`config.mk`:
```
export PLATFORM = sky130hd
export DESIGN_NAME = ewf_ctrl
export DESIGN_NICKNAME = d
export VERILOG_FILES = /design/src/hdl/ewf_pkg.sv /design/src/hdl/ewf_ctrl.sv
export SDC_FILE = /design/constraint.sdc
export NUM_CORES = 1
export LEC_CHECK = 0
export BUFFER_PORTS_ARGS = -buffer_cell sky130_fd_sc_hd__buf_2
export CORE_AREA = 2 2 39 41
export CTS_CLUSTER_DIAMETER = 150
export CTS_CLUSTER_SIZE = 8
export DETAILED_ROUTE_END_ITERATION = 8
export DIE_AREA = 0 0 41 43
export PLACE_DENSITY = 0.51
export RECOVER_POWER = 100
export SLEW_MARGIN = 20
export SYNTH_ARGS = -nofsm -noshare
export SYNTH_HDL_FRONTEND = slang
export SYNTH_SLANG_ARGS = --single-unit
```
`constraint.sdc`:
```
create_clock -name clk -period 2.06 [get_ports clk]
set_clock_uncertainty 0.05 [all_clocks]
set_input_delay 0.412 -clock clk [delete_from_list [all_inputs] [get_ports clk]]
set_output_delay 0.412 -clock clk [all_outputs]
set_load 0.05 [all_outputs]
```
`src/hdl/ewf_pkg.sv`:
```
package ewf_pkg;

    localparam int PIX_W    = 8;
    localparam int ROW_W    = 16;
    localparam int RAD_W    = 3;
    localparam int WCFG_W   = 11;
    localparam int HEIGHT_W = 13;

    localparam logic [PIX_W-1:0] PIX_MAX = 8'd255;

    localparam logic OP_PIXEL = 1'b0;
    localparam logic OP_DRAIN = 1'b1;

    localparam int         APB_ADDR_W = 4;
    localparam logic [1:0] REG_WIDTH  = 2'd0;
    localparam logic [1:0] REG_HEIGHT = 2'd1;
    localparam logic [1:0] REG_RADIUS = 2'd2;

    typedef enum logic [3:0] {
        ST_IDLE,
        ST_TOTAL,
        ST_KPOS,
        ST_JPOS,
        ST_LAG,
        ST_CHECK,
        ST_DECIDE,
        ST_SCAN,
        ST_SCAN_LAST,
        ST_FINISH
    } ewf_state_t;

    typedef enum logic [1:0] {
        MUL_TOTAL,
        MUL_KPOS,
        MUL_JPOS,
        MUL_LAG
    } ewf_mul_sel_t;

    typedef struct packed {
        logic         capture;
        logic         mul_en;
        ewf_mul_sel_t mul_sel;
        logic         clear_cnt;
        logic         scan_init;
        logic         scan_step;
        logic         finish;
    } ewf_cmd_t;

    typedef struct packed {
        logic geom_bad;
        logic skip;
        logic emit;
        logic scan_last;
        logic out_busy;
    } ewf_status_t;

endpackage

```
`src/hdl/ewf_ctrl.sv`:
```
module ewf_ctrl import ewf_pkg::*; (
    input  logic        clk,
    input  logic        rst_n,
    input  logic        in_valid,
    output logic        in_ready,
    input  ewf_status_t st,
    output ewf_cmd_t    cmd
);

    ewf_state_t state_reg, state_next;

    always_ff @(posedge clk or negedge rst_n)
    begin
        if (!rst_n)
        begin
            state_reg <= ST_IDLE;
        end
        else
        begin
            state_reg <= state_next;
        end
    end

    always_comb
    begin
        state_next    = state_reg;
        in_ready      = 1'b0;
        cmd           = '0;
        cmd.mul_sel   = MUL_TOTAL;
        case (state_reg)
            ST_IDLE:
            begin
                in_ready    = 1'b1;
                cmd.capture = in_valid;
                if (in_valid)
                begin
                    state_next = ST_TOTAL;
                end
            end
            ST_TOTAL:
            begin
                cmd.mul_en  = 1'b1;
                cmd.mul_sel = MUL_TOTAL;
                state_next  = ST_KPOS;
            end
            ST_KPOS:
            begin
                cmd.mul_en  = 1'b1;
                cmd.mul_sel = MUL_KPOS;
                state_next  = ST_JPOS;
            end
            ST_JPOS:
            begin
                cmd.mul_en  = 1'b1;
                cmd.mul_sel = MUL_JPOS;
                state_next  = ST_LAG;
            end
            ST_LAG:
            begin
                cmd.mul_en  = 1'b1;
                cmd.mul_sel = MUL_LAG;
                state_next  = ST_CHECK;
            end
            ST_CHECK:
            begin
                cmd.clear_cnt = st.geom_bad;
                state_next    = ST_DECIDE;
            end
            ST_DECIDE:
            begin
                if (st.skip)
                begin
                    state_next = ST_IDLE;
                end
                else if (st.emit)
                begin
                    cmd.scan_init = 1'b1;
                    state_next    = ST_SCAN;
                end
                else
                begin
                    state_next = ST_FINISH;
                end
            end
            ST_SCAN:
            begin
                cmd.scan_step = 1'b1;
                if (st.scan_last)
                begin
                    state_next = ST_SCAN_LAST;
                end
            end
            ST_SCAN_LAST:
            begin
                state_next = ST_FINISH;
            end
            ST_FINISH:
            begin
                if (!(st.emit && st.out_busy))
                begin
                    cmd.finish = 1'b1;
                    state_next = ST_IDLE;
                end
            end
            default:
            begin
                state_next = ST_IDLE;
            end
        endcase
    end

endmodule

```
==> results of run 1 <==
## placed cells by master, fill, tap and decap left out, drive strengths merged
cell type,n
a211o,1
a211oi,1
a21o,1
a21oi,4
a32oi,1
and2,1
and3b,1
buf,9
clkbuf,11
dfrtp,4
dlygate4sd3,1
inv,2
nand2,4
nand2b,3
nand3b,1
nand4bb,2
nor2,5
nor3,3
nor4,2
o21bai,1
o22ai,1
or3,2
or3b,1
xnor2,2
## metrics by stage
| stage | setup TNS (ps) | hold slack, ps | area [µm²] | util (%) |
|---|---|---|---|---|
| 2_1_floorplan | -58.9 | 66.4 | 399 | - |
| 4_1_cts | 0 | 432 | 510 | 36.9 |
| 3_5_place_dp | 0 | 170 | 478 | 34.5 |
| 5_1_grt | 0 | 446 | 510 | 36.9 |
| 3_3_place_gp | 0 | 170 | 478 | 34.5 |
| 6_report | 0 | 438 | 510 | 36.9 |
## kinds of logic (layout without fill, tap and decap cells)
logic type             count (synthesis)  after routing
flip-flops                             4              4
AO/OA/AOI/OAI                         10             10
AND/OR/NAND/NOR                       25             25
buffers and inverters                  6             23
XOR/XNOR                               2              2
## cells in the mapped netlist (all sizes together)
cell | number | area (µm²)
xnor2 | 2 | 17.5
and2 | 1 | 6.26
buf | 4 | 28.8
or3b | 1 | 8.76
and3b | 1 | 8.76
a21o | 1 | 7.51
a211oi | 1 | 7.51
nand2b | 3 | 18.8
inv | 2 | 7.51
nor3 | 3 | 15.0
dfrtp | 4 | 100
nand3b | 1 | 7.51
or3 | 2 | 12.5
o22ai | 1 | 6.26
o21bai | 1 | 7.51
a32oi | 1 | 8.76
nand4bb | 2 | 22.5
a21oi | 4 | 20.0
nand2 | 4 | 15.0
nor2 | 5 | 18.8
a211o | 1 | 8.76
nor4 | 2 | 18.8
## timing repair
action	4_1_cts	5_1_grt
hold endpoints to repair	4	0
hold buffers	1	0
setup endpoints to repair	0	4
gates resized for setup	0	3
## final cells by class
cell class / count / area [µm²] / area share, %
Inverter: 2 / 7.51 / 1.47
Tap cell: 16 / 20.0 / 3.92
Sequential cell: 4 / 103 / 20.1
Timing Repair Buffer: 18 / 92.6 / 18.1
Multi-Input combinational cell: 37 / 265 / 52.0
Clock buffer: 3 / 22.5 / 4.41
## worst max-delay path: cells and delay by family, from the launching register on
kind / cells / cell delay [ps]
buffers and inverters: 2 / 470
and+or+nand+nor: 2 / 330
DFF: 1 / 470
## how the worst min path moves through the flow
stage / startpoint / endpoint / slack [ps] / cells after the start
2_1_floorplan: rst_n / state_reg[0]$_DFFE_PN0P_ / 70 / 0
3_3_place_gp: rst_n / state_reg[3]$_DFFE_PN0P_ / 170 / 1
3_5_place_dp: rst_n / state_reg[3]$_DFFE_PN0P_ / 170 / 1
4_1_cts: st[0] / state_reg[3]$_DFFE_PN0P_ / 430 / 3
5_1_grt: st[0] / state_reg[3]$_DFFE_PN0P_ / 450 / 3
6_report: st[0] / state_reg[3]$_DFFE_PN0P_ / 440 / 3
## routing by layer
metal  vias to the layer above  routed length [µm]  part of all wire (%)
met1                       174                 397                    47
met5                         -                   0                     0
met2                        10                 403                    48
li1                        204                   -                     -
met4                         0                   0                     0
met3                         0                  45                   5.3
==> results, run 1 <==
- The flow ran to the end, and the final reports show no timing, DRC or antenna violations.
- The fraction of met3 tracks used by global routing is 6.28%.
- The die extent in y is 43 µm.
- STA classifies the critical path endpoint as a primary output.
- The routed length per instance is 10.6 µm.
- The synthesized netlist net count is 55.
- The number of global-route vias before repair came to 334.
- For this run, the slowest stage of the critical path takes 470 ps.
- In this run the number of H-tree levels came out at 1.
- The netlist area before placement is 373 µm².
- The tool flagged a number of max-cap violations equal to 0.
- The origin of the critical flop-to-flop path is state_reg[3]$_DFFE_PN0P_.
- The share of layout cells above drive strength 1 is 40.6%.
- The residual antenna-violating net count after detailed routing is 0.
- In this run the tightest slew margin relative to its limit is 72.5%.
- The detailed router placed 388 vias in this run.
- The data required time at the worst endpoint is 1600 ps.
- The number of standard cells in the final layout excluding fillers is 80.
- Setup repair after global routing left no endpoint under its margin.
- The master of the slowest instance on the critical path is sky130_fd_sc_hd__dfrtp_1.
- The most crowded layer after global routing is met2.
- The path class of the tightest hold or removal check is in2reg.
- The first global-routing pass estimated 1410 µm of wire.
- The synthesized netlist devotes 17.8% of its cell area to compound gates.
- The count of input and output buffers is 16.
- Counting cells, the worst reg-to-reg path comes to 4.
- The slew at the pin with the worst max-slew slack is 409 ps.
- The cell sitting at the root of the clock tree is a sky130_fd_sc_hd__clkbuf_4.
- The share of cell area taken by muxes after synthesis is 0%.
- The fraction of the yosys area taken by sequential cells is 26.8%.
- The maximum fanout encountered on the critical timing path is 10.
- The number of filler instances in the final layout is 156.
- The number of pins exceeding their max-slew limit in the final report came to 0.
- The area growth from synthesis to final layout is 36.9%.
- The buffer levels on the longest clock path is 2.
- The worst setup path is of the reg2out kind.
- The total count of hold-check failures in the final report is 0.
- The total number of placement rows is 14.
- The xor and xnor area share after synthesis is 4.70%.
- The number of DRC violations after detailed routing is 0.
- Using the TritonRoute via totals, the vias-per-cell ratio works out to 4.85.
- Dividing the synthesized area by the synthesized cell count gives 7.93 µm².
- The total core area is 1380 µm².
- The sink count of the clock tree is 4.
- The top-level port count is 17.
- For this run, global-route usage on met1 was measured as 15.9%.
- The fraction of met2 tracks used by global routing is 15.9%.
- Of the total synthesized cell area, the portion taken by full adders, half adders and majority gates is 0%.
- The flip-flop count of the largest register after layout is 4.
- The placer's final routability congestion estimate is 0.678.
- The post-placement worst setup slack is 305 ps.
- The portion of the clock cycle consumed by the worst path in the final layout is 95.0%.
- Static timing analysis puts the maximum clock frequency at 0.511 GHz.
- Yosys printed 0 warnings.
- The register bit count reported by yosys is 4.
- After the last flow step, the layout net total stands at 74.
- For this configuration, the core starts out at a cell density of 26.9%.
- In this run the worst setup path terminates at cmd[7].
- After the first detailed-routing iteration, the DRC count stood at 3.
- After synthesis, the netlist uses 25 different library cells.
- The total track usage is 11.9%.
- By area, the combinational part of the netlist is dominated by simple AND/OR/NAND/NOR gates.
- Setup slack closes at 102 ps.
- Before antenna repair, the detailed router went through 3 iterations.
- The x dimension of the die is 41 µm.
- The clock latency of the later-clocked register in the worst-skew pair is 230 ps.
- Summed over all layers, the global routing overflow is 0.
- The clock-pin transition on the worst setup and hold timing paths is 30 ps.
- The CTS tree is built.
- The critical path goes through clkbuf_1, nor4_4, and2_2, buf_2.
- After detailed routing, the total wire length is 846 µm.
- The area of the die is 1760 µm².
- The worst setup path startpoint is state_reg[3]$_DFFE_PN0P_.
- The total inserted antenna cells is 0.
- The synthesized instance count is 47.
- The maximum number of pins on one net before global-route repair is 14.
- The kind of start point of the critical path is a register.
- The number of buffers inserted to repair setup after CTS is 0.
- The number of buffers created by CTS is 3.
- Of the total synthesized cell area, the portion taken by AND, OR, NAND and NOR gates is 40.9%.
- In this run the register-to-register setup slack is 560 ps.
- Detailed placement finished with a half-perimeter wire length of 651 µm.
- Once placement completed, the tool counted placed cells totaling 76.
- The number of antenna violations at the first check in global routing came to 0.
- Setup violations remaining at the end of the flow were counted as 0.
- The worst endpoint data arrival time is 1500 ps.
- Subtracting the final worst setup slack from the clock period gives 1960 ps.
- The critical register-to-register path endpoint is state_reg[0]$_DFFE_PN0P_.
Power of run 1 is left out: the tool's default activity adds up to more than one toggle a clock period on the data nets, which glitch-free logic cannot reach.
==> run 2: changes to the inputs <==
==> constraint.sdc (replaced) <==
create_clock -name clk -period 2.35 [get_ports clk]
set_clock_uncertainty 0.05 [all_clocks]
set_input_delay 0.47 -clock clk [delete_from_list [all_inputs] [get_ports clk]]
set_output_delay 0.47 -clock clk [all_outputs]
set_load 0.01 [all_outputs]
==> results, run 2 (synthesized netlist as in run 1, its figures left out) <==
- The routed via count is 395 (was 388).
- The buffers plus inverters on the worst setup path is 1 (was 2).
- The worst min-delay path category is in2reg (unchanged).
- The portion of the clock cycle consumed by the worst path in the final layout is 81.9%.
- The master of the slowest instance on the critical path is sky130_fd_sc_hd__dfrtp_1 (unchanged).
- The total number of placement rows came to 14 (unchanged).
- The total power per unit cell area is 1310 nW/µm².
- The die extent in y is 43 µm (unchanged).
- The total track usage is 11.2% (was 11.9%).
- Critical path, cell by cell: nor4_1, and2_0, buf_2 (was clkbuf_1, nor4_4, and2_2, buf_2).
- The clock latency of the later-clocked register in the worst-skew pair is 240 ps (was 230 ps).
- The number of buffers created by CTS was 3 (unchanged).
- The worst setup path startpoint is state_reg[1]$_DFFE_PN0P_ (was state_reg[3]$_DFFE_PN0P_).
- The accumulated negative setup slack came to 0 ps (unchanged).
- The number of violations of the max-capacitance limit came to 0 (unchanged).
- The master cell of the clock root buffer is sky130_fd_sc_hd__clkbuf_4 (unchanged).
- The initial DRC count is 6 (was 3).
- The total count of hold-check failures in the final report is 0 (unchanged).
- The x dimension of the die is 41 µm (unchanged).
- The data required time at the worst endpoint is 1830 ps (was 1600 ps).
- The most frequent standard cell in the layout excluding fill and tap cells is sky130_fd_sc_hd__clkbuf_1 (was sky130_fd_sc_hd__buf_2).
- The total core area is 1380 µm² (unchanged).
- The placed wire-length estimate after detailed placement came to 645 µm (was 651 µm).
- The origin of the critical flop-to-flop path was state_reg[3]$_DFFE_PN0P_ (unchanged).
- Outcome: complete, no violations (unchanged).
- The area growth from synthesis to final layout is 24.8% (was 36.9%).
- The kind of critical path is reg2out (unchanged).
- The placer's final routability congestion estimate came to 0.682 (was 0.678).
- The sink count of the clock tree is 4 (unchanged).
- Unrepaired setup endpoints after global routing: false (unchanged).
- The maximum number of pins on one net before global-route repair came to 14 (unchanged).
- The number of cells upsized or downsized after cts is 0 (unchanged).
- The wire length of the first global-routing pass came to 1310 µm (was 1410 µm).
- The number of pins exceeding their max-slew limit in the final report is 0 (unchanged).
- The routed length per instance was 11.0 µm (was 10.6 µm).
- The area of the die is 1760 µm² (unchanged).
- The beginning of the worst hold path is st[0] (unchanged).
- The total inserted antenna cells is 0 (unchanged).
- After layout, the minimum clock period comes to 1920 ps.
- The number of standard cells in the final layout excluding fillers is 79 (was 80).
- The endpoint of the worst hold path is state_reg[3]$_DFFE_PN0P_ (unchanged).
- The tightest slew margin relative to the limit is 72.7% (was 72.5%).
- The kind of start point of the critical path is a register (unchanged).
- The number of antenna violations at the first check in global routing is 0 (unchanged).
- The count of input and output buffers is 16 (unchanged).
- The largest voltage drop on the vdd net is 0.000260 V.
- The worst endpoint data arrival time is 1400 ps (was 1500 ps).
- The path depth of the worst reg2reg path is 3 (was 4).
- The CTS tree is built (unchanged).
- The worst stage delay on the critical path is 500 ps (was 470 ps).
- The slew at the pin with the worst max-slew slack was 406 ps (was 409 ps).
- The cell count after placement is 75 (was 76).
- The upper clock frequency limit is 0.520 GHz.
- The kind of end point of the critical path is a primary output (unchanged).
- The number of detailed-routing iterations run before antenna repair is 4 (was 3).
- The detailed-route vias per instance is 5.00 (was 4.85).
- The buffer levels on the longest clock path is 2 (unchanged).
- The residual antenna-violating net count after detailed routing was 0 (unchanged).
- The cell class contributing the biggest share of worst-path delay is simple AND/OR/NAND/NOR gates (was flip-flops).
- Highest-count cells in the layout ignoring fill and taps: sky130_fd_sc_hd__clkbuf_1 (9), sky130_fd_sc_hd__buf_2 (7), sky130_fd_sc_hd__nor2_1 (5) (was sky130_fd_sc_hd__buf_2 (9), sky130_fd_sc_hd__clkbuf_2 (6), sky130_fd_sc_hd__nand2_1 (4), sky130_fd_sc_hd__nor2_1 (4), sky130_fd_sc_hd__a21oi_1 (4)).
- The analysis attributes to cell leakage a power of 0.000201 µW.
- The number of cells on the worst hold path came to 3 (unchanged).
- The layout net count is 73 (was 74).
- The number of DRC violations after detailed routing came to 0 (unchanged).
- The total routed wirelength came to 872 µm (was 846 µm).
- The number of endpoints failing setup at the final stage is 0 (unchanged).
- The flip-flop count of the largest register after layout is 4 (unchanged).
- The maximum fanout encountered on the critical timing path is 13 (was 10).
- The overall overflow remaining after global route is 0 (unchanged).
- The top-level port count is 17 (unchanged).
- The setup slack on the worst flop-to-flop path is 850 ps (was 560 ps).
- The number of H-tree levels came to 1 (unchanged).
- The clock-pin transition on the worst setup and hold timing paths is 40 ps (was 30 ps).
- The initial core utilization is 26.9% (unchanged).
- The number of global-route vias before repair was 318 (was 334).
- The share of layout cells above drive strength 1 is 17.5% (was 40.6%).
- The critical register-to-register path endpoint is state_reg[3]$_DFFE_PN0P_ (was state_reg[0]$_DFFE_PN0P_).
## run 2: worst min-delay path, delay by kind of cell
| family | cells | cell delay [ps] |
|---|---|---|
| compound gates | 1 | 90 |
| buf+inv | 1 | 100 |
| simple gates | 1 | 80 |
## run 2: timing repair
| action | in CTS | in global routing |
|---|---|---|
| hold buffers | 1 | 0 |
| buffers inserted | 0 | 0 |
| setup endpoints to repair | 0 | 0 |
| endpoints found under the hold margin | 4 | 0 |
## run 2: cell type report
cell class | count | area, µm²
sequential | 4 | 100
clock buffer | 3 | 22.5
multi-input combinational | 37 | 236
fill | 163 | 918
inverter | 2 | 7.51
timing repair buffer | 17 | 78.8
tap | 16 | 20.0
## run 2: power breakdown
group	internal, µW	total (µW)	switching, µW
Combinational	165	323	158
Clock	57.2	86.1	28.9
Sequential	100	199	99.1
Total	322	608	286
## run 2: worst max path at each step
| stage | cells past startpoint | end | slack [ps] |
|---|---|---|---|
| 5_1_grt | 3 | cmd[7] | 250 |
| 3_5_place_dp | 3 | cmd[2] | 710 |
| 2_1_floorplan | 3 | cmd[7] | 560 |
| 6_report | 3 | cmd[7] | 430 |
| 3_3_place_gp | 3 | cmd[2] | 710 |
| 4_1_cts | 3 | cmd[7] | 440 |
## run 2: per-layer routing
| metal | track usage [%] | part of all wire [%] |
|---|---|---|
| met5 | 0 | 0 |
| met4 | 8.00 | 1.3 |
| met3 | 3.14 | 7.0 |
| met2 | 16.9 | 46 |
| met1 | 12.7 | 46 |
## run 2: per-stage QoR
step / utilization, % / instance area (µm²) / setup WS, ps / hold WS (ps) / total power (µW)
final: 33.6 / 465 / 426 / 508 / 608
after global placement: 32.1 / 444 / 709 / 228 / 540
after global routing: 33.6 / 465 / 254 / 534 / 658
after floorplan: - / 373 / 563 / 124 / 460
after detailed placement: 32.1 / 444 / 707 / 227 / 538
after CTS: 34.4 / 477 / 442 / 501 / 631
Power figures use the tool's default switching activity.
